**config.mk**
```make
export PLATFORM = sky130hd
export DESIGN_NAME = bidsc_fifo
export DESIGN_NICKNAME = d
export VERILOG_FILES = /design/src/rtl/core/bidsc_fifo.sv
export SDC_FILE = /design/constraint.sdc
export NUM_CORES = 1
export LEC_CHECK = 0
export ABC_AREA = 1
export CORE_ASPECT_RATIO = 1.5
export CORE_UTILIZATION = 40
export DETAILED_ROUTE_END_ITERATION = 7
export DONT_BUFFER_PORTS = 1
export GPL_ROUTABILITY_DRIVEN = 0
export GPL_TIMING_DRIVEN = 0
export HOLD_SLACK_MARGIN = 0.02
export SLEW_MARGIN = 20
export SYNTH_ARGS = -nofsm -noshare
export SYNTH_HDL_FRONTEND = slang
export SYNTH_SLANG_ARGS = --single-unit
export TNS_END_PERCENT = 10
```
**constraint.sdc**
```tcl
create_clock -name clk -period 2.2 [get_ports clk]
set_input_delay 0.44 -clock clk [delete_from_list [all_inputs] [get_ports clk]]
set_output_delay 0.44 -clock clk [all_outputs]
set_load 0.1 [all_outputs]
```
**src/rtl/core/bidsc_fifo.sv**
```systemverilog
// Small register FIFO used for the job queue and the result queue.
// No dependencies.
module bidsc_fifo #(
  parameter int WIDTH = 8,
  parameter int DEPTH = 4
) (
  input  logic             clk,
  input  logic             rst_n,
  input  logic             push,
  input  logic [WIDTH-1:0] wdata,
  output logic             full,
  input  logic             pop,
  output logic [WIDTH-1:0] rdata,
  output logic             empty
);

  localparam int PW = $clog2(DEPTH);

  logic [WIDTH-1:0] mem_r [DEPTH];
  logic [PW:0]      wptr_r;
  logic [PW:0]      rptr_r;

  assign empty = (wptr_r == rptr_r);
  assign full  = (wptr_r[PW] != rptr_r[PW]) && (wptr_r[PW-1:0] == rptr_r[PW-1:0]);
  assign rdata = mem_r[rptr_r[PW-1:0]];

  // storage
  always_ff @(posedge clk) begin
    if (push && !full) begin
      mem_r[wptr_r[PW-1:0]] <= wdata;
    end
  end

  // pointers
  always_ff @(posedge clk) begin
    if (!rst_n) begin
      wptr_r <= '0;
      rptr_r <= '0;
    end else begin
      if (push && !full) begin
        wptr_r <= wptr_r + 1'b1;
      end
      if (pop && !empty) begin
        rptr_r <= rptr_r + 1'b1;
      end
    end
  end

endmodule

```
==> tab_implementation.tex <==
\begin{tabular}{lr}
\hline
Metric & Value \\
\hline
\multicolumn{2}{l}{\textbf{Status}} \\
Outcome & completed \\
\multicolumn{2}{l}{\textbf{Floorplanning}} \\
Die boundary width & 54.88 um \\
Placeable core area & 3994 um\^{}2 \\
Die height & 81.32 um \\
Initial standard-cell utilization of the core & 42.01\% \\
Number of standard-cell rows in the floorplan & 28 \\
Number of ports placed on the die boundary & 22 \\
Die area & 4463 um\^{}2 \\
\multicolumn{2}{l}{\textbf{Route}} \\
Drt initial violations & 21 \\
Vias post-DR & 1033 \\
Avg Vias per Cell & 5.089 \\
Number of design rule violations left after detail routing & 0 \\
Remaining number of nets flagged by the antenna check after routing & 0 \\
Final routed wirelength across all metal layers & 3094 um \\
Detailed-routing iteration count for the pre-antenna-repair pass & 4 \\
WL/cell & 15.24 um \\
\multicolumn{2}{l}{\textbf{Job}} \\
Max-cap violations & 0 \\
\multicolumn{2}{l}{\textbf{Critical path}} \\
Startpoint class of the critical path & flip-flop \\
Capturing point of the worst reg2reg path & mem\_r[0][2] \\
Critical path data required time & 1.76 ns \\
Total stage count of the critical path & 4 \\
Slowest cell on the critical path & o22ai\_4 \\
Number of buffer and inverter instances along the worst setup path & 2 \\
Arrival @ worst endpoint & 1.66 ns \\
Startpoint-to-endpoint class of the critical path & flip-flop to primary output \\
Crit-path max FO & 10 \\
Reg-to-reg startpoint & wptr\_r[0] \\
Cells along the critical path & inv\_2 -> buf\_4 -> nor2\_1 -> o22ai\_4 \\
Family of cells with the greatest summed delay on the critical path & compound AO/OA/AOI/OAI gates \\
Register-to-register path setup slack & 0.32 ns \\
Biggest cell delay along the critical path & 0.59 ns \\
CP endpoint kind & primary output \\
Register-to-Register Path Depth & 6 \\
\multicolumn{2}{l}{\textbf{Clock tree}} \\
TritonCTS clock tree & done \\
Clock transition at the register clock pins on the worst setup and hold paths after CTS & 0.07 ns \\
Later-pin clock latency in the skew report & 0.29 ns \\
TritonCTS buffer count & 5 \\
CTS H-tree depth & 2 \\
Clock root buffer & clkbuf\_8 \\
Max clock buf depth & 2 \\
Hold buffer count at cts & 0 \\
Post CTS Setup Buffer Count & 0 \\
CTS sink count & 40 \\
\multicolumn{2}{l}{\textbf{Yosys}} \\
Sequential area share after synthesis & 66.82\% \\
Ys flop type & edfxtp\_1 \\
Post-synthesis area per instance & 11.19 um\^{}2 \\
Dominant cell by count in the synthesized netlist & edfxtp\_1 \\
Net count of the mapped netlist & 167 \\
Cell accounting for the most synthesized area & edfxtp\_1 \\
Netlist area before placement & 1678 um\^{}2 \\
Synth warnings & 0 \\
Post-synth top cells & edfxtp\_1, nor2\_1, nand2\_1 \\
Async set or reset register ratio after synthesis & 0\% \\
Cell count after synthesis & 150 \\
Proportion of netlist area held by the largest area contributor & 57.27\% \\
Count of flip-flops with a built-in enable after synthesis & 32 \\
Cells taking the most area after synthesis & edfxtp\_1, dfxtp\_1, nor2\_1 \\
Synthesis-stage register bit count & 40 \\
Count of different cell masters after synthesis & 18 \\
\multicolumn{2}{l}{\textbf{Timing}} \\
Fin. max-slew vios & 0 \\
Endpoints failing setup & 0 \\
Setup repair after global routing missed its margin & false \\
Share of the clock period used by the worst path after layout & 95.27\% \\
Achievable clock frequency & 0.4771 GHz \\
Hold Fails Final Rpt & 0 \\
Final min period & 2.096 ns \\
Slew at the pin closest to its max-slew limit & 0.7835 ns \\
Tightest slew margin relative to the limit & 47.57\% \\
Final setup skew & 0.006489 ns \\
\multicolumn{2}{l}{\textbf{Placement}} \\
Placed Area & 1784 um\^{}2 \\
Cell total after placement & 195 \\
\# port buffers & 0 \\
Placed wire-length estimate after detailed placement & 2202 um \\
\multicolumn{2}{l}{\textbf{Worst hold path}} \\
Cell count of the worst hold path & 0 \\
Beginning of the worst hold path & wdata[3] \\
Class of the most critical hold timing path & input pin to flip-flop \\
Worst Hold Path EP & mem\_r[0][3] \\
\multicolumn{2}{l}{\textbf{Cells and area}} \\
Synth-to-Final Area Change & 15.36\% \\
Final antenna diode count & 0 \\
Multi-input combinational cell area & 594.3 um\^{}2 \\
Final design area excluding fillers & 1936 um\^{}2 \\
Final Util & 48.46\% \\
Number of cells in the finished layout apart from fillers & 203 \\
Fill cell count & 381 \\
Fraction of layout cells with a size suffix above 1 & 22.15\% \\
Register cell area after layout & 1122 um\^{}2 \\
Final layout net count & 174 \\
\multicolumn{2}{l}{\textbf{Power and ir drop}} \\
LEAKAGE & 0.0007125 uW \\
IR drop worst, VDD & 0.5018 mV \\
Power Density & 1026 nW/um\^{}2 \\
\multicolumn{2}{l}{\textbf{Global route}} \\
Wire length of the first global-routing pass & 4774 um \\
Global router's overall resource usage & 16.00\% \\
Maximum number of pins on one net before global-route repair & 12 \\
Remaining Overflow, GRT & 0 \\
Antenna violations before repair & 0 \\
Via count of the first global-routing pass & 1068 \\
\hline
\end{tabular}
-- per-stage QoR --
step	setup slack (ns)	TNS, ns	hold WS [ns]	power [uW]
detailed placement	-0.002529	-0.002529	0.5390	1494
global placement	-0.6138	-4.133	0.5390	1458
finish	0.1040	0	0.2428	1986
floorplan	-0.3888	-2.467	0.5272	1408
global route	0.008756	0	0.2272	2070
CTS	0.009465	0	0.2366	1996
-- cell type report --
cell class                      instances  area share (%)
Tap cell                               45           2.909
Multi-Input combinational cell         92           30.70
Buffer                                  2          0.7757
Inverter                               16           3.491
Clock buffer                            7           3.943
Sequential cell                        40           57.98
Clock inverter                          1          0.1939
-- registers in the layout, summed over array words and instances (netlist names), named ones only --
| name | flops |
|---|---|
| mem_r | 32 |
| rptr_r | 3 |
| wptr_r | 3 |
-- routing by layer --
layer | track usage (%) | wire, um | vias to the layer above
met2 | 26.51 | 1613 | 24
met3 | 5.993 | 180 | 5
met1 | 17.22 | 1235 | 485
met4 | 7.692 | 64 | 0
met5 | 0 | 0 | -
li1 | - | - | 519
-- what timing repair did --
item,CTS,global route
gates resized for setup,9,6
endpoints found under the setup margin,8,10
pin swaps,1,4
-- cell usage in the layout, fill, tap and decap left out, drive strengths merged --
cell type,count
ha,5
clkinv,1
buf,2
nand2,28
a21oi,1
o21ai,16
clkinvlp,2
edfxtp,32
dfxtp,8
o22ai,8
nand3,3
inv,14
nor2,31
clkbuf,7
-- logic make-up after synthesis --
| kind of cell | Yosys count | synth area share [%] |
|---|---|---|
| AOI/OAI and AO/OA | 25 | 8.054 |
| buffers and inverters | 18 | 4.325 |
| and+or+nand+nor | 62 | 17.08 |
| DFF | 40 | 66.82 |
| adders and majority gates | 5 | 3.729 |
-- worst reg2reg max path, cell delays in order, from the launching register on --
cell     delay, ns
dfxtp_1       0.41
inv_2         0.09
nand2_1       0.07
nand2_1       0.09
nand3_2       0.15
nand2_4       0.10
nor2_1        0.61
-- worst max path at each step --
stage,start,to,slack [ns]
2_1_floorplan,flip-flop,rdata[6],-0.39
3_3_place_gp,flip-flop,rdata[6],-0.61
3_5_place_dp,flip-flop,rdata[5],-0.003
4_1_cts,flip-flop,rdata[4],0.009
6_report,flip-flop,rdata[5],0.10
5_1_grt,flip-flop,rdata[5],0.009
-- report_power, final --
| part | internal [uW] | switching [uW] | total (uW) |
|---|---|---|---|
| Clock | 220 | 230 | 450 |
| Combinational | 117 | 523 | 641 |
| Sequential | 866 | 29.8 | 896 |
Power figures use the tool's default switching activity.
