===== src/rtl/core/bidsc_pkg.sv =====
// Shared types and constants for the bilinear image downscaler.
// No dependencies; imported by the front end, the back end, the top module and the testbench.
package bidsc_pkg;

  // Fixed field and register widths
  localparam int DIM_W  = 11;  // size registers
  localparam int STEP_W = 27;  // step registers, fixed point
  localparam int COORD_W = 10; // row and column of a result
  localparam int ODD_W  = 12;  // 2d+1 for a destination index
  localparam int PIX_OUT_W = 16;

  // Configuration register indexes
  typedef logic [2:0] cfg_idx_t;
  localparam cfg_idx_t CFG_SRC_WIDTH  = 3'd0;
  localparam cfg_idx_t CFG_SRC_HEIGHT = 3'd1;
  localparam cfg_idx_t CFG_DST_WIDTH  = 3'd2;
  localparam cfg_idx_t CFG_DST_HEIGHT = 3'd3;
  localparam cfg_idx_t CFG_STEP_X     = 3'd4;
  localparam cfg_idx_t CFG_STEP_Y     = 3'd5;

  // Effective plane geometry, zero read as one and sizes capped
  typedef struct packed {
    logic [DIM_W-1:0] src_w;
    logic [DIM_W-1:0] src_h;
    logic [DIM_W-1:0] dst_w;
    logic [DIM_W-1:0] dst_h;
  } geom_t;

  // Fixed part of one interpolation job handed from front to back
  typedef struct packed {
    logic               r0p;   // parity of top row
    logic               r1p;   // parity of bottom row
    logic [COORD_W-1:0] c0;
    logic [COORD_W-1:0] c1;
    logic [COORD_W-1:0] row;
    logic [COORD_W-1:0] col;
    logic               eop;
    logic               last;
  } job_hdr_t;

  // One result item
  typedef struct packed {
    logic [PIX_OUT_W-1:0] pixel;
    logic [COORD_W-1:0]   row;
    logic [COORD_W-1:0]   col;
    logic                 last;
    logic                 eop;
  } res_t;

endpackage


===== src/rtl/core/bidsc_back.sv =====
// Back end: takes queued jobs, reads four neighbors from the line store and
// mixes them with one shared multiplier. Uses bidsc_pkg.
module bidsc_back #(
  parameter int FRAC_BITS = 16,
  parameter int AW        = 10
) (
  input  logic                                  clk,
  input  logic                                  rst_n,
  input  logic                                  job_empty,
  input  logic [$bits(bidsc_pkg::job_hdr_t)+2*FRAC_BITS+1:0] job_data,
  output logic                                  job_pop,
  input  logic                                  res_full,
  output logic                                  res_push,
  output bidsc_pkg::res_t                       res_data,
  output logic [AW:0]                           ram_raddr,
  input  logic [7:0]                            ram_rdata,
  output logic                                  busy
);
  import bidsc_pkg::*;

  localparam int FW  = FRAC_BITS + 1;
  localparam int HW  = $bits(job_hdr_t);
  localparam int TW  = FRAC_BITS + 10;      // one mixed row
  localparam int BW  = FRAC_BITS + 2;       // weight, up to one
  localparam int MW  = TW + BW;             // product
  localparam int VW  = 2 * FRAC_BITS + 11;  // final sum
  localparam int SH  = 2 * FRAC_BITS - 6;   // down to 8 fraction bits

  typedef enum logic [1:0] {B_IDLE, B_RD, B_MAC, B_OUT} state_t;

  state_t        state_r;
  job_hdr_t      hdr_r;
  logic [FW-1:0] fx_r, fy_r;
  logic [2:0]    k_r;
  logic [2:0]    j_r;
  logic [7:0]    px_r [4];
  logic [TW-1:0] t_r, u_r;
  logic [VW-1:0] v_r;

  logic [BW-1:0] one_w, wx0, wy0;
  logic [TW-1:0] mul_a;
  logic [BW-1:0] mul_b;
  logic [MW-1:0] prod;
  logic [VW-1:0] rounded;

  assign busy    = (state_r != B_IDLE);
  assign job_pop = (state_r == B_IDLE) && !job_empty;

  // Neighbor addresses in read order: a, b, c, d
  always_comb begin
    case (k_r[1:0])
      2'd0:    ram_raddr = {hdr_r.r0p, AW'(hdr_r.c0)};
      2'd1:    ram_raddr = {hdr_r.r0p, AW'(hdr_r.c1)};
      2'd2:    ram_raddr = {hdr_r.r1p, AW'(hdr_r.c0)};
      default: ram_raddr = {hdr_r.r1p, AW'(hdr_r.c1)};
    endcase
  end

  // Weights
  assign one_w = BW'(1) << FW;
  assign wx0   = one_w - BW'(fx_r);
  assign wy0   = one_w - BW'(fy_r);

  // Operand select for the shared multiplier
  always_comb begin
    case (j_r)
      3'd0:    begin mul_a = TW'(px_r[0]); mul_b = wx0;       end
      3'd1:    begin mul_a = TW'(px_r[1]); mul_b = BW'(fx_r); end
      3'd2:    begin mul_a = TW'(px_r[2]); mul_b = wx0;       end
      3'd3:    begin mul_a = TW'(px_r[3]); mul_b = BW'(fx_r); end
      3'd4:    begin mul_a = t_r;          mul_b = wy0;       end
      default: begin mul_a = u_r;          mul_b = BW'(fy_r); end
    endcase
  end
  assign prod = MW'(mul_a) * MW'(mul_b);

  // Round half up to 8 fraction bits
  assign rounded = v_r + (VW'(1) << (SH - 1));
  always_comb begin
    res_data       = '0;
    res_data.pixel = rounded[SH +: PIX_OUT_W];
    res_data.row   = hdr_r.row;
    res_data.col   = hdr_r.col;
    res_data.last  = hdr_r.last;
    res_data.eop   = hdr_r.eop;
  end
  assign res_push = (state_r == B_OUT) && !res_full;

  // Sequencer
  always_ff @(posedge clk) begin
    if (!rst_n) begin
      state_r <= B_IDLE;
      k_r     <= '0;
      j_r     <= '0;
    end else begin
      case (state_r)
        B_IDLE: begin
          if (job_pop) begin
            hdr_r   <= job_hdr_t'(job_data[HW-1:0]);
            fx_r    <= job_data[HW +: FW];
            fy_r    <= job_data[HW+FW +: FW];
            k_r     <= '0;
            state_r <= B_RD;
          end
        end
        B_RD: begin
          if (k_r != 3'd0) begin
            px_r[2'(k_r - 3'd1)] <= ram_rdata;
          end
          if (k_r == 3'd4) begin
            j_r     <= '0;
            state_r <= B_MAC;
          end else begin
            k_r <= k_r + 1'b1;
          end
        end
        B_MAC: begin
          case (j_r)
            3'd0:    t_r <= TW'(prod);
            3'd1:    t_r <= t_r + TW'(prod);
            3'd2:    u_r <= TW'(prod);
            3'd3:    u_r <= u_r + TW'(prod);
            3'd4:    v_r <= VW'(prod);
            default: v_r <= v_r + VW'(prod);
          endcase
          if (j_r == 3'd5) begin
            state_r <= B_OUT;
          end else begin
            j_r <= j_r + 1'b1;
          end
        end
        B_OUT: begin
          if (!res_full) begin
            state_r <= B_IDLE;
          end
        end
        default: state_r <= B_IDLE;
      endcase
    end
  end

endmodule


===== config.mk =====
export PLATFORM = sky130hd
export DESIGN_NAME = bidsc_back
export DESIGN_NICKNAME = d
export VERILOG_FILES = /design/src/rtl/core/bidsc_pkg.sv /design/src/rtl/core/bidsc_back.sv
export SDC_FILE = /design/constraint.sdc
export NUM_CORES = 2
export LEC_CHECK = 0
export ABC_AREA = 0
export BUFFER_PORTS_ARGS = -buffer_cell sky130_fd_sc_hd__buf_2
export CAP_MARGIN = 25
export CORE_ASPECT_RATIO = 0.6
export CORE_MARGIN = 4
export CORE_UTILIZATION = 30
export CTS_CLUSTER_SIZE = 10
export DETAILED_ROUTE_END_ITERATION = 10
export HOLD_SLACK_MARGIN = 0.08
export PLACE_DENSITY = 0.43
export SLEW_MARGIN = 0
export SYNTH_ARGS = -nofsm -noshare
export SYNTH_HDL_FRONTEND = slang
export SYNTH_SLANG_ARGS = --single-unit

===== constraint.sdc =====
create_clock -name clk -period 10.4 [get_ports clk]
set_input_delay 2.08 -clock clk [delete_from_list [all_inputs] [get_ports clk]]
set_output_delay 2.08 -clock clk [all_outputs]
set_load 0.05 [all_outputs]

==> flow_summary.toml <==
[final_layout]
final_common_cell = "inv_1"
fillCellCount = 9697
diodes = 0
stdcell_area_um2 = 35400
syn2layout_area_growth_pct = 22.72
final_cell_mix = "524 x inv_1, 474 x nand2_1, 379 x fa_1"
fin_cells = 4830
multi_input_area_um2 = 20700
nNetsFinal = 4258
regArea_um2 = 6289
drive_gt1_share_pct = 20.28

[place]
post-dp-hpwl_um = 77780
detailed_place.area_um2 = 33320
dp_slack_ns = -0.2326
portBuffers = 141
place_inst = 4735
place.gp.congestion = 0.9069

[yosys]
synth.distinct_cells = 83
syn-num-nets = 3867
synth_area_per_cell_um2 = 9.088
yosys_warnings = 0
synth_edf_count = 204
yosysSeqAreaShare_pct = 21.79
synthFlopType = "edfxtp_1"
syn_area_um2 = 28850
syn_inst = 3174
synth_seq_cells = 212
synthArstFlopShare_pct = 0

[floorplanning]
core_um2 = 94590
rows = 87
ios = 142
die_w_um = 408.3
die-area_um2 = 101300
die_y_um = 248.2
initial_utilization_pct = 30.49

[run_status]
status = "complete, no violations"

[detailed_routing]
vias = 23290
drtAntennaViolNets = 0
first_iter_violations = 1554
wl_per_cell_um = 19.80
via_per_inst = 4.821
finalWirelength_um = 95640
drc_errors = 0
first_pass_iters = 6

[worst_setup_path]
crit_arrival_ns = 10.46
reg2regPathDepth = 43
endpoint_kind = "flip-flop"
critPathRequiredTime_ns = 10.71
crit_path_frequent_cell = "fa_1"
worst_path_max_delay_cell = "fa_1"
start_kind = "flip-flop"
worstSetupPathType = "flip-flop to flip-flop"
crit_buf_inv = 10
cp.depth = 43
crit_family = "adder cells"
path_max_fanout = 10
critPathMaxStageDelay_ns = 0.51

[global_routing]
antenna_found_initial = 2
overflow = 0
grtUsageTotal_pct = 18.43
grt_max_degree = 79
grt_pass1_vias = 22880
gr-usage-met2_pct = 24.83
use_met1_pct = 30.10
grt_pass1_wl_um = 144000
grt-busiest-layer = "met1"
globalRouteMet3Util_pct = 4.291

[timing]
max_freq_ghz = 0.09856
skew_ns = 0.02249
min_period_ns = 10.15
fin_ws_ns = 0.2544
hold_viol = 0
tightestPinTransition_ns = 0.8258
setup_viol = 0
slew_viol_final = 0
holdWs_ns = 0.5447
min_period_over_period_pct = 97.55
maxSlewHeadroom_pct = 43.52
rsz0062_at_grt = "true"

[clocking]
insertion_delay_ns = 0.59
htreeDepth = 1
clockBufferDepth = 3
cts_num_sinks = 212
cts.clk_slew.worst_paths_ns = 0.05
hold_buffers = 0
cts_tree = "built"
cts_buffers = 27
clock-root-buffer = "clkbuf_16"

[min_path]
hold_depth = 2
hold_class = "flip-flop to flip-flop"

[job]
cap_viol_max_count = 0
[worst paths after layout]
path	start	endpoint	slack, ns
max	j_r[1]	v_r[39]	0.25
min	k_r[1]	k_r[1]	0.54
max reg2reg	j_r[1]	v_r[39]	0.25
min reg2reg	k_r[1]	k_r[1]	0.54
[synthesized netlist by cell type, drive strengths merged (8+ instances only)]
cell | instances | share of area [%]
a2111oi | 10 | 0.46
a211oi | 17 | 0.44
a21boi | 10 | 0.26
a21o | 56 | 1.5
a21oi | 129 | 2.2
a222oi | 8 | 0.28
a22o | 30 | 0.91
a22oi | 23 | 0.60
a31oi | 18 | 0.41
and2 | 38 | 0.82
and3 | 21 | 0.46
buf | 59 | 1.3
clkbuf | 99 | 1.3
dfxtp | 8 | 0.56
edfxtp | 204 | 21
fa | 386 | 27
ha | 217 | 9.4
inv | 529 | 6.9
mux2 | 18 | 0.72
mux2i | 13 | 0.45
nand2 | 481 | 6.3
nand2b | 27 | 0.59
nand3 | 42 | 0.73
nand4 | 12 | 0.26
nor2 | 218 | 2.8
nor2b | 16 | 0.35
nor3 | 32 | 0.56
nor4 | 9 | 0.27
o211ai | 11 | 0.30
o21a | 29 | 0.75
o21ai | 146 | 2.5
o21bai | 20 | 0.52
o31ai | 12 | 0.33
or2 | 11 | 0.24
or3 | 16 | 0.35
xnor2 | 82 | 2.5
xor2 | 44 | 1.3
[layer usage]
metal | vias to the layer above | share of wire [%]
met5 | - | 0.036
met4 | 6 | 0.81
met3 | 52 | 7.3
met2 | 573 | 38
met1 | 11500 | 54
li1 | 11160 | -
[worst min-delay path, stage by stage (launching register included)]
cell and delay (ns):
dfxtp_1 0.36, nand2_1 0.07, a21boi_0 0.06
[stage by stage]
stage / setup TNS (ns) / util [%]
floorplan: -0.02132 / -
global placement: -0.4604 / 35.22
detailed placement: -0.4175 / 35.23
CTS: -0.03470 / 36.20
global route: -0.5124 / 37.42
finish: 0 / 37.42
[area by class of cell]
class	instances	share of cell area, %
clock inverter	8	0.2262
timing repair buffer	520	11.44
inverter	529	5.609
clock buffer	40	2.075
multi-input combinational	2275	58.48
sequential	212	17.76
tap	1246	4.404
[cell families (layout without fill, tap and decap cells)]
group / Yosys count / after routing / share of synthesized area [%]
adders and majority gates: 603 / 603 / 36.20
DFF: 212 / 212 / 21.79
AOI/OAI and AO/OA: 575 / 575 / 13.32
xor gates and xnor gates: 126 / 126 / 3.826
muxes: 31 / 31 / 1.167
buffers and inverters: 687 / 1097 / 9.490
and+or+nand+nor: 940 / 940 / 14.21
[repair_timing]
| action | in CTS | in global routing |
|---|---|---|
| resized for setup | 18 | 147 |
| gates cloned | 0 | 4 |
| pin swaps | 10 | 71 |
| setup endpoints to repair | 3 | 22 |
| setup buffers | 3 | 39 |
[state kept, by name (all words and copies together), names as in the netlist]
| signal | cells |
|---|---|
| px_r | 32 |
| v_r | 42 |
| fy_r | 17 |
| u_r | 26 |
| state_r | 2 |
| fx_r | 17 |
| j_r | 3 |
| t_r | 26 |
| res_data | 22 |
| k_r | 3 |
| hdr_r | 22 |
Power is left out: the tool's default activity adds up to more than one toggle a clock period on the data nets, which glitch-free logic cannot reach.
