### config.mk
export PLATFORM = sky130hd
export DESIGN_NAME = bidsc_front
export DESIGN_NICKNAME = d
export VERILOG_FILES = /design/src/rtl/core/bidsc_pkg.sv /design/src/rtl/core/bidsc_front.sv
export SDC_FILE = /design/constraint.sdc
export NUM_CORES = 1
export LEC_CHECK = 0
export ABC_AREA = 1
export BUFFER_PORTS_ARGS = -buffer_cell sky130_fd_sc_hd__buf_2
export CAP_MARGIN = 0
export CORE_UTILIZATION = 45
export CTS_BUF_LIST = sky130_fd_sc_hd__clkbuf_4 sky130_fd_sc_hd__clkbuf_8
export CTS_CLUSTER_DIAMETER = 100
export CTS_CLUSTER_SIZE = 20
export DETAILED_ROUTE_END_ITERATION = 12
export HOLD_SLACK_MARGIN = 0.06
export MAX_ROUTING_LAYER = met4
export PLACE_DENSITY_LB_ADDON = 0.05
export SYNTH_ARGS = -nofsm -noshare
export SYNTH_HDL_FRONTEND = slang
export SYNTH_SLANG_ARGS = --single-unit
### constraint.sdc
create_clock -name clk -period 10.25 [get_ports clk]
set_clock_uncertainty 0.05 [all_clocks]
set_input_delay 0 -clock clk [delete_from_list [all_inputs] [get_ports clk]]
set_output_delay 0 -clock clk [all_outputs]
set_load 0.005 [all_outputs]
### src/rtl/core/bidsc_pkg.sv
// Shared types and constants for the bilinear image downscaler.
// No dependencies; imported by the front end, the back end, the top module and the testbench.
package bidsc_pkg;

  // Fixed field and register widths
  localparam int DIM_W  = 11;  // size registers
  localparam int STEP_W = 27;  // step registers, fixed point
  localparam int COORD_W = 10; // row and column of a result
  localparam int ODD_W  = 12;  // 2d+1 for a destination index
  localparam int PIX_OUT_W = 16;

  // Configuration register indexes
  typedef logic [2:0] cfg_idx_t;
  localparam cfg_idx_t CFG_SRC_WIDTH  = 3'd0;
  localparam cfg_idx_t CFG_SRC_HEIGHT = 3'd1;
  localparam cfg_idx_t CFG_DST_WIDTH  = 3'd2;
  localparam cfg_idx_t CFG_DST_HEIGHT = 3'd3;
  localparam cfg_idx_t CFG_STEP_X     = 3'd4;
  localparam cfg_idx_t CFG_STEP_Y     = 3'd5;

  // Effective plane geometry, zero read as one and sizes capped
  typedef struct packed {
    logic [DIM_W-1:0] src_w;
    logic [DIM_W-1:0] src_h;
    logic [DIM_W-1:0] dst_w;
    logic [DIM_W-1:0] dst_h;
  } geom_t;

  // Fixed part of one interpolation job handed from front to back
  typedef struct packed {
    logic               r0p;   // parity of top row
    logic               r1p;   // parity of bottom row
    logic [COORD_W-1:0] c0;
    logic [COORD_W-1:0] c1;
    logic [COORD_W-1:0] row;
    logic [COORD_W-1:0] col;
    logic               eop;
    logic               last;
  } job_hdr_t;

  // One result item
  typedef struct packed {
    logic [PIX_OUT_W-1:0] pixel;
    logic [COORD_W-1:0]   row;
    logic [COORD_W-1:0]   col;
    logic                 last;
    logic                 eop;
  } res_t;

endpackage

### src/rtl/core/bidsc_front.sv
// Front end: accepts source pixels, writes the line store, walks the
// destination pixels that each item makes ready and queues jobs. Uses bidsc_pkg.
module bidsc_front #(
  parameter int FRAC_BITS = 16,
  parameter int AW        = 10
) (
  input  logic                                  clk,
  input  logic                                  rst_n,
  input  bidsc_pkg::geom_t                      geom,
  input  logic [bidsc_pkg::STEP_W-1:0]          step_x,
  input  logic [bidsc_pkg::STEP_W-1:0]          step_y,
  input  logic                                  in_push,
  output logic                                  in_full,
  input  logic [7:0]                            in_pixel,
  input  logic                                  job_full,
  input  logic                                  job_empty,
  input  logic                                  back_busy,
  output logic                                  job_push,
  output logic [$bits(bidsc_pkg::job_hdr_t)+2*FRAC_BITS+1:0] job_data,
  output logic                                  ram_we,
  output logic [AW:0]                           ram_waddr,
  output logic [7:0]                            ram_wdata
);
  import bidsc_pkg::*;

  localparam int FW = FRAC_BITS + 1;      // position fraction bits
  localparam int PW = ODD_W + STEP_W;     // product width

  typedef enum logic [2:0] {
    S_IDLE, S_MULY, S_MULX, S_NBR, S_CHK, S_FIN
  } state_t;

  state_t           state_r;
  logic [DIM_W-1:0] src_row_r, src_col_r, dst_row_r, dst_col_r;
  logic [DIM_W-1:0] cur_row_r, cur_col_r;
  logic [2:0]       cnt_r;
  logic [PW-1:0]    prod_y_r, prod_x_r;
  logic [COORD_W-1:0] r0_r, r1_r, c0_r, c1_r;
  logic [FW-1:0]    fy_r, fx_r;
  logic             pend_v_r;
  job_hdr_t         pend_hdr_r;
  logic [FW-1:0]    pend_fy_r, pend_fx_r;

  logic [DIM_W-1:0] acc_row_nxt, acc_col_nxt;
  logic             acc_newplane;
  logic             accept;
  logic [ODD_W-1:0] mul_odd;
  logic [STEP_W-1:0] mul_step;
  logic [PW-1:0]    mul_prod;
  logic [PW-1:0]    pos_y, pos_x;
  logic             ready;
  job_hdr_t         new_hdr;
  job_hdr_t         out_hdr;
  logic [DIM_W-1:0] col_inc, row_inc, dcol_inc, drow_inc;

  // Sample position from (2d+1)*step, negative clamped to zero
  function automatic logic [PW-1:0] pos_of(input logic [PW-1:0] prod);
    logic [PW-1:0] half;
    half = PW'(1) << FRAC_BITS;
    return (prod < half) ? '0 : prod - half;
  endfunction

  // Lower neighbor index, clamped to the last row or column
  function automatic logic [COORD_W-1:0] lo_of(input logic [PW-1:0] prod,
                                               input logic [DIM_W-1:0] size);
    logic [PW-1:0] idx;
    logic [PW-1:0] lim;
    idx = pos_of(prod) >> FW;
    lim = PW'(size - 1'b1);
    return (idx > lim) ? COORD_W'(lim) : COORD_W'(idx);
  endfunction

  function automatic logic [COORD_W-1:0] hi_of(input logic [COORD_W-1:0] lo,
                                               input logic [DIM_W-1:0] size);
    logic [DIM_W-1:0] nx;
    nx = DIM_W'(lo) + 1'b1;
    return (nx < size) ? COORD_W'(nx) : COORD_W'(size - 1'b1);
  endfunction

  // Handshake: one item at a time, and never while a job still reads the store
  assign in_full = (state_r != S_IDLE) || !job_empty || back_busy;
  assign accept  = in_push && !in_full;

  // Source position for this item, wrapping if geometry shrank
  always_comb begin
    acc_col_nxt  = src_col_r;
    acc_row_nxt  = src_row_r;
    acc_newplane = 1'b0;
    if (src_col_r >= geom.src_w) begin
      acc_col_nxt = '0;
      acc_row_nxt = src_row_r + 1'b1;
    end
    if (acc_row_nxt >= geom.src_h) begin
      acc_row_nxt  = '0;
      acc_newplane = 1'b1;
    end
  end

  assign ram_we    = accept;
  assign ram_waddr = {acc_row_nxt[0], AW'(acc_col_nxt)};
  assign ram_wdata = in_pixel;

  // Shared position multiplier
  assign mul_odd  = (state_r == S_MULY) ? {dst_row_r, 1'b1} : {dst_col_r, 1'b1};
  assign mul_step = (state_r == S_MULY) ? step_y : step_x;
  assign mul_prod = PW'(mul_odd) * PW'(mul_step);

  // Clamped sample positions for the fraction bits
  assign pos_y = pos_of(prod_y_r);
  assign pos_x = pos_of(prod_x_r);

  // Readiness of the current destination pixel
  assign ready = (cur_row_r > DIM_W'(r1_r)) ||
                 ((cur_row_r == DIM_W'(r1_r)) && (cur_col_r >= DIM_W'(c1_r)));

  always_comb begin
    new_hdr      = '0;
    new_hdr.r0p  = r0_r[0];
    new_hdr.r1p  = r1_r[0];
    new_hdr.c0   = c0_r;
    new_hdr.c1   = c1_r;
    new_hdr.row  = dst_row_r[COORD_W-1:0];
    new_hdr.col  = dst_col_r[COORD_W-1:0];
    new_hdr.eop  = (dst_row_r == geom.dst_h - 1'b1) && (dst_col_r >= geom.dst_w - 1'b1);
    new_hdr.last = 1'b0;
  end

  // Pending job goes out when a later one is ready, or marked last at the end
  always_comb begin
    out_hdr      = pend_hdr_r;
    out_hdr.last = (state_r == S_FIN);
  end
  assign job_push = pend_v_r && !job_full &&
                    ((state_r == S_CHK && ready) || state_r == S_FIN);
  assign job_data = {pend_fy_r, pend_fx_r, out_hdr};

  assign col_inc  = cur_col_r + 1'b1;
  assign row_inc  = cur_row_r + 1'b1;
  assign dcol_inc = dst_col_r + 1'b1;
  assign drow_inc = dst_row_r + 1'b1;

  // Sequencer
  always_ff @(posedge clk) begin
    if (!rst_n) begin
      state_r   <= S_IDLE;
      src_row_r <= '0;
      src_col_r <= '0;
      dst_row_r <= '0;
      dst_col_r <= '0;
      pend_v_r  <= 1'b0;
      cnt_r     <= '0;
    end else begin
      case (state_r)
        S_IDLE: begin
          if (accept) begin
            cur_row_r <= acc_row_nxt;
            cur_col_r <= acc_col_nxt;
            cnt_r     <= '0;
            if (acc_newplane) begin
              dst_row_r <= '0;
              dst_col_r <= '0;
            end
            state_r <= S_MULY;
          end
        end
        S_MULY: begin
          if (cnt_r == 3'd4 || dst_row_r >= geom.dst_h) begin
            state_r <= S_FIN;
          end else begin
            prod_y_r <= mul_prod;
            state_r  <= S_MULX;
          end
        end
        S_MULX: begin
          prod_x_r <= mul_prod;
          state_r  <= S_NBR;
        end
        S_NBR: begin
          r0_r    <= lo_of(prod_y_r, geom.src_h);
          r1_r    <= hi_of(lo_of(prod_y_r, geom.src_h), geom.src_h);
          c0_r    <= lo_of(prod_x_r, geom.src_w);
          c1_r    <= hi_of(lo_of(prod_x_r, geom.src_w), geom.src_w);
          fy_r    <= pos_y[FW-1:0];
          fx_r    <= pos_x[FW-1:0];
          state_r <= S_CHK;
        end
        S_CHK: begin
          if (!ready) begin
            state_r <= S_FIN;
          end else if (!(pend_v_r && job_full)) begin
            pend_v_r   <= 1'b1;
            pend_hdr_r <= new_hdr;
            pend_fy_r  <= fy_r;
            pend_fx_r  <= fx_r;
            cnt_r      <= cnt_r + 1'b1;
            if (dcol_inc >= geom.dst_w) begin
              dst_col_r <= '0;
              dst_row_r <= drow_inc;
            end else begin
              dst_col_r <= dcol_inc;
            end
            state_r <= S_MULY;
          end
        end
        S_FIN: begin
          if (!(pend_v_r && job_full)) begin
            pend_v_r <= 1'b0;
            if (col_inc >= geom.src_w) begin
              src_col_r <= '0;
              if (row_inc >= geom.src_h) begin
                src_row_r <= '0;
                dst_row_r <= '0;
                dst_col_r <= '0;
              end else begin
                src_row_r <= row_inc;
              end
            end else begin
              src_col_r <= col_inc;
              src_row_r <= cur_row_r;
            end
            state_r <= S_IDLE;
          end
        end
        default: state_r <= S_IDLE;
      endcase
    end
  end

endmodule

==> impl_metrics.env, run 1 <==
export IMPL_powerDensity_nw_per_um2=117
export IMPL_finalPower_w=0.00360
export IMPL_wl_mm=77.0
export IMPL_grt_overflow=0
export IMPL_cts_tree="yes"
export IMPL_dr_pass1_iters=5
export IMPL_antenna_found_initial=1
export IMPL_cts_setup_buffers=0
export IMPL_worst_slew_pin_slew_ps=1180
export IMPL_final_setup_tns_ps=0
export IMPL_hold_viol_final=0
export IMPL_area_growth_pct=9.75
export IMPL_worstPathRequired_ps=10590
export IMPL_drt_iter0_drc=1375
export IMPL_synth_edf_count=242
export IMPL_syn_instance_count=3296
export IMPL_period_needed_ps=8490
export IMPL_clkTransAtPathRegs_ps=130
export IMPL_path_class="reg -> reg"
export IMPL_die_h_um=251
export IMPL_worst_setup_path_start_kind="register"
export IMPL_grt_use_total_pct=25.3
export IMPL_ys_ff_latch=293
export IMPL_wl_per_cell_um=17.7
export IMPL_yosys_cell_types_count=59
export IMPL_fp_row_count=91
export IMPL_gp_congestion=0.938
export IMPL_slew_viol_final=0
export IMPL_drive_gt1_share_pct=9.58
export IMPL_setup_violations=0
export IMPL_irDropWorstVdd_v=0.0000706
export IMPL_ys_seq_area_share_pct=29.6
export IMPL_numCtsBuffers=20
export IMPL_viasPerCell=5.15
export IMPL_die_area_um2=63200
export IMPL_crit_fanout=46
export IMPL_port_buffers=195
export IMPL_core_area_um2=61600
export IMPL_drc=0
export IMPL_slew_headroom_pct=21.0
export IMPL_synth_nets=3913
export IMPL_synthesis_area_um2=28000
export IMPL_rsz0062_at_grt="false"
export IMPL_hp_class="in -> reg"
export IMPL_place_hpwl_mm=63.0
export IMPL_fmax_mhz=118
export IMPL_postRouteAntennaNets=0
export IMPL_grt_pass1_wl_mm=123
export IMPL_clkSinkCount=293
export IMPL_finalNetCount=4125
export IMPL_post_route_period_util_pct=82.8
export IMPL_clkLatencyLatePin_ps=630
export IMPL_layout_common_cells="nand2_1, inv_1, nor2_1, ha_1, fa_1"
export IMPL_grt_pass1_vias=23000
export IMPL_status="finished clean"
export IMPL_max_cap_violations=0
export IMPL_initial_utilization_pct=45.5
export IMPL_ys_warnings_count=0
export IMPL_fp_dieW_um=251
export IMPL_synthArstFlopShare_pct=0
export IMPL_endpoint_kind="register"
export IMPL_dr_total_vias=22400
export IMPL_grt_max_degree=66
export IMPL_worstPathArrival_ps=8830
export IMPL_p_leak_nw=14.7
export IMPL_boundaryPins=212
export IMPL_cts_resized=0
export IMPL_htreeDepth=1
export IMPL_fill_cells=5930
export IMPL_synth_avg_cell_area_um2=8.50
export IMPL_cts_buffer_depth=3
export IMPL_synthFlopType="edfxtp_1"
export IMPL_cts_hold_buf=44
export IMPL_mostFrequentLayoutCell="nand2_1"
export IMPL_clock_root_buffer="clkbuf_8"
[flip-flops by register name, summed over array words and instances (netlist names)]
register and cells:
job_data 43, prod_x_r 39, prod_y_r 39, fx_r 17
fy_r 17, pend_fx_r 17, pend_fy_r 17, cur_col_r 11
cur_row_r 11, dst_col_r 11, dst_row_r 11, src_col_r 11
src_row_r 11, c0_r 10, c1_r 10, r1_r 10
cnt_r 3, state_r 3, pend_v_r 1, r0_r 1
[critical path, cell delays in order (launching register included)]
cell      delay (ps)
dfxtp_1          440
inv_1             80
nor2_1           160
nand2_2          550
o21ai_0         1050
inv_1            790
nor2_1           360
fa_1             450
fa_1             490
fa_1             540
fa_1             540
inv_1             50
fa_1             540
inv_1             50
ha_1             440
nand2_1          140
nor2_1           260
inv_1            100
nor4_1           540
o21ai_0          200
o211ai_1         150
xor2_1           250
[report_power, final]
group	leakage [nW]	switching, W	internal, W	total, W
Sequential	2.64	0.0000454	0.00141	0.00145
Clock	0.197	0.000410	0.000219	0.000629
Combinational	11.9	0.00103	0.000485	0.00152
[synth_stat cells (8+ instances only)]
library cell | number | share of area (%)
o21ai_1 | 34 | 0.61
nand3_1 | 113 | 2.0
xnor2_1 | 24 | 0.75
clkbuf_1 | 38 | 0.51
or2_2 | 17 | 0.38
nand4_1 | 47 | 1.0
buf_4 | 9 | 0.24
ha_1 | 255 | 11
a21oi_1 | 149 | 2.7
xor2_1 | 123 | 3.8
dfxtp_1 | 51 | 3.6
edfxtp_1 | 242 | 26
a31oi_1 | 20 | 0.45
nor2_1 | 345 | 4.6
nand2_2 | 9 | 0.20
o21ai_2 | 12 | 0.38
buf_2 | 14 | 0.25
nor2_2 | 11 | 0.25
fa_1 | 250 | 18
nor4_1 | 10 | 0.22
nand2_1 | 654 | 8.8
nor3_1 | 40 | 0.71
inv_2 | 8 | 0.11
inv_1 | 635 | 8.5
o21ai_0 | 87 | 1.6
a211oi_1 | 10 | 0.27
[metal layers]
metal / GRT usage [%] / share of wire, % / routed length (um) / vias to the layer above
met2: 42.3 / 48 / 37200 / 595
li1: - / - / - / 10900
met3: 1.97 / 4.4 / 3370 / 92
met5: - / 0 / 0 / -
met4: 5.91 / 2.0 / 1530 / 0
met1: 33.5 / 45 / 34900 / 10900
[path summary, 6_finish.rpt]
path / start / end / slack, ps / cells after the start
worst max-delay path: state_r[0] / prod_x_r[38] / 1760 / 21
worst min-delay path: geom[34] / c1_r[1] / 110 / 4
worst max register to register: state_r[0] / prod_x_r[38] / 1760 / 21
worst min register to register: fy_r[11] / pend_fy_r[11] / 380 / 0
[cells by family after synthesis]
kind of cell,share of synthesized area [%]
fa+ha+maj,29.3
buf+inv,9.78
flops,29.6
simple gates,19.1
compound gates,7.57
xor+xnor,4.66
[through the flow]
stage | worst slack, ps | hold slack (ps) | cells | cell area [um^2] | utilization (%)
finish | 1760 | 106 | 4355 | 30700 | 49.9
global route | 1290 | 135 | 4355 | 30700 | 49.9
CTS | 1750 | 67.8 | 4354 | 30700 | 49.9
detailed placement | 1880 | -50.0 | 4279 | 29900 | 48.6
global placement | 1950 | -50.0 | 4279 | 29900 | 48.6
floorplan | 880 | -15.8 | 3296 | 28000 | -
[cell type report]
class	count	area, um^2	area share (%)
Tap cell	837	1050	3.41
Sequential cell	293	8290	27.0
Clock buffer	26	327	1.06
Timing Repair Buffer	257	1550	5.05
Antenna cell	1	2.50	0.00814
Multi-Input combinational cell	2291	17000	55.4
Clock inverter	5	57.6	0.187
Inverter	645	2420	7.88
Power figures use the tool's default switching activity.
==> inputs of run 2 (changes only) <==
==> constraint.sdc (replaced) <==
create_clock -name clk -period 7.9 [get_ports clk]
set_clock_uncertainty 0.05 [all_clocks]
set_input_delay 0 -clock clk [delete_from_list [all_inputs] [get_ports clk]]
set_output_delay 0 -clock clk [all_outputs]
set_load 0.005 [all_outputs]
==> run 2 against run 1 <==
Design area grew 0.44%. Utilization grew 0.22 points. Critical path depth grew 2.
==> impl_metrics.env, run 2 (synthesis results as in run 1) <==
export IMPL_layout_common_cells="nand2_1, inv_1, nor2_1, ha_1, fa_1"
export IMPL_irDropWorstVdd_v=0.0000836
export IMPL_grt_pass1_wl_mm=126
export IMPL_fill_cells=6031
export IMPL_initial_utilization_pct=45.5
export IMPL_pwr_share_clk_pct=17.6
export IMPL_dp_cells=4296
export IMPL_fmax_mhz=135
export IMPL_area_growth_pct=10.2
export IMPL_finalNonFillerCells=4369
export IMPL_grt_max_degree=66
export IMPL_hp_class="in -> reg"
export IMPL_largest_register_ffs=43
export IMPL_clkSinkCount=293
export IMPL_clock_root_buffer="clkbuf_8"
export IMPL_port_buffers=195
export IMPL_max_cap_violations=0
export IMPL_path_class="reg -> reg"
export IMPL_dp_slack_ps=540
export IMPL_slew_viol_final=0
export IMPL_finalPower_w=0.00473
export IMPL_die_area_um2=63200
export IMPL_clkTransAtPathRegs_ps=130
export IMPL_slew_headroom_pct=20.9
export IMPL_switchingPower_w=0.00197
export IMPL_grt_use_total_pct=26.1
export IMPL_powerDensity_nw_per_um2=153
export IMPL_worstPathRequired_ps=8180
export IMPL_wl_per_cell_um=18.2
export IMPL_drive_gt1_share_pct=10.1
export IMPL_worst_setup_path_start_kind="register"
export IMPL_cts_buffer_depth=3
export IMPL_htreeDepth=1
export IMPL_antenna_found_initial=2
export IMPL_postRouteAntennaNets=0
export IMPL_grt_pass1_vias=22700
export IMPL_fp_row_count=91
export IMPL_numCtsBuffers=21
export IMPL_rsz0062_at_grt="false"
export IMPL_hold_slack_ps=99.5
export IMPL_p_leak_nw=14.8
export IMPL_grt_overflow=0
export IMPL_cts_setup_buffers=0
export IMPL_dr_pass1_iters=5
export IMPL_worstPathArrival_ps=7710
export IMPL_gp_congestion=0.927
export IMPL_post_route_period_util_pct=94.1
export IMPL_die_h_um=251
export IMPL_finalNetCount=4139
export IMPL_crit_fanout=51
export IMPL_internal_power_w=0.00276
export IMPL_setup_violations=0
export IMPL_mostFrequentLayoutCell="nand2_1"
export IMPL_endpoint_kind="register"
export IMPL_fp_dieW_um=251
export IMPL_place_hpwl_mm=65.8
export IMPL_dr_total_vias=22300
export IMPL_boundaryPins=212
export IMPL_seqPwrFrac_pct=39.9
export IMPL_drt_iter0_drc=1404
export IMPL_core_area_um2=61600
export IMPL_status="finished clean"
export IMPL_clkLatencyLatePin_ps=620
export IMPL_cts_tree="yes"
export IMPL_sw_frac_of_total_pct=41.7
export IMPL_wl_mm=79.7
export IMPL_hold_viol_final=0
export IMPL_viasPerCell=5.10
export IMPL_period_needed_ps=7430
export IMPL_setup_slack_ps=465
export IMPL_final_setup_tns_ps=0
export IMPL_pwr_share_comb_pct=42.4
export IMPL_worst_slew_pin_slew_ps=1180
export IMPL_drc=0
-- run 2: layer usage --
layer / wire length (um) / vias up / share of wire, % / global-route usage (%)
met5: 0 / - / 0 / -
met4: 1490 / 0 / 1.9 / 5.30
met3: 2780 / 80 / 3.5 / 1.64
met2: 38600 / 484 / 48 / 44.0
met1: 36900 / 10800 / 46 / 34.9
li1: - / 10900 / - / -
-- run 2: through the flow --
| step | cell area [um^2] | utilization, % |
|---|---|---|
| after global placement | 30100 | 48.8 |
| after detailed placement | 30100 | 48.8 |
| final | 30900 | 50.1 |
| after CTS | 30800 | 50.1 |
| after global routing | 30900 | 50.1 |
| after floorplan | 28000 | - |
-- run 2: repair_timing --
item	4_1_cts	5_1_grt
hold buffers	38	2
hold endpoints to repair	72	2
resized for setup	0	3
endpoints found under the setup margin	0	8
-- run 2: power by group through the flow --
stage	combinational [W]	clock [W]	sequential [W]
final	0.00201	0.000834	0.00189
after global routing	0.00227	0.000903	0.00189
after CTS	0.00201	0.000865	0.00189
after detailed placement	0.00198	0	0.00192
after global placement	0.00196	0	0.00192
after floorplan	0.00135	0	0.00190
-- run 2: final timing paths --
kind         startpoint             to  slack (ps)  cells after the start
max          state_r[0]   prod_x_r[23]         470                     23
min            geom[20]    job_data[1]         100                      5
max reg2reg  state_r[0]   prod_x_r[23]         470                     23
min reg2reg    fy_r[13]  pend_fy_r[13]         380                      0
-- run 2: final cells by class --
type	count	area (um^2)	share of cell area (%)
flip-flops and latches	293	8290	26.8
well taps	837	1050	3.39
clock buffers	25	319	1.03
diodes	2	5.00	0.0162
inverters	645	2420	7.84
clock inverters	6	82.6	0.267
multi-input cells	2291	17100	55.3
repair buffers	270	1650	5.35
-- run 2: critical path, stage by stage (launching register included) --
cell	delay, ps
dfxtp_1	480
inv_1	90
nor2_1	160
nand2_2	250
buf_12	270
o21ai_1	500
inv_1	300
nor2_1	200
fa_1	460
fa_1	490
fa_1	530
fa_1	550
inv_1	60
fa_1	520
inv_1	40
ha_1	380
a21oi_1	230
inv_1	80
a31oi_1	220
a21boi_0	420
o21ai_0	260
nand2_1	130
nand2_1	70
xor2_1	340
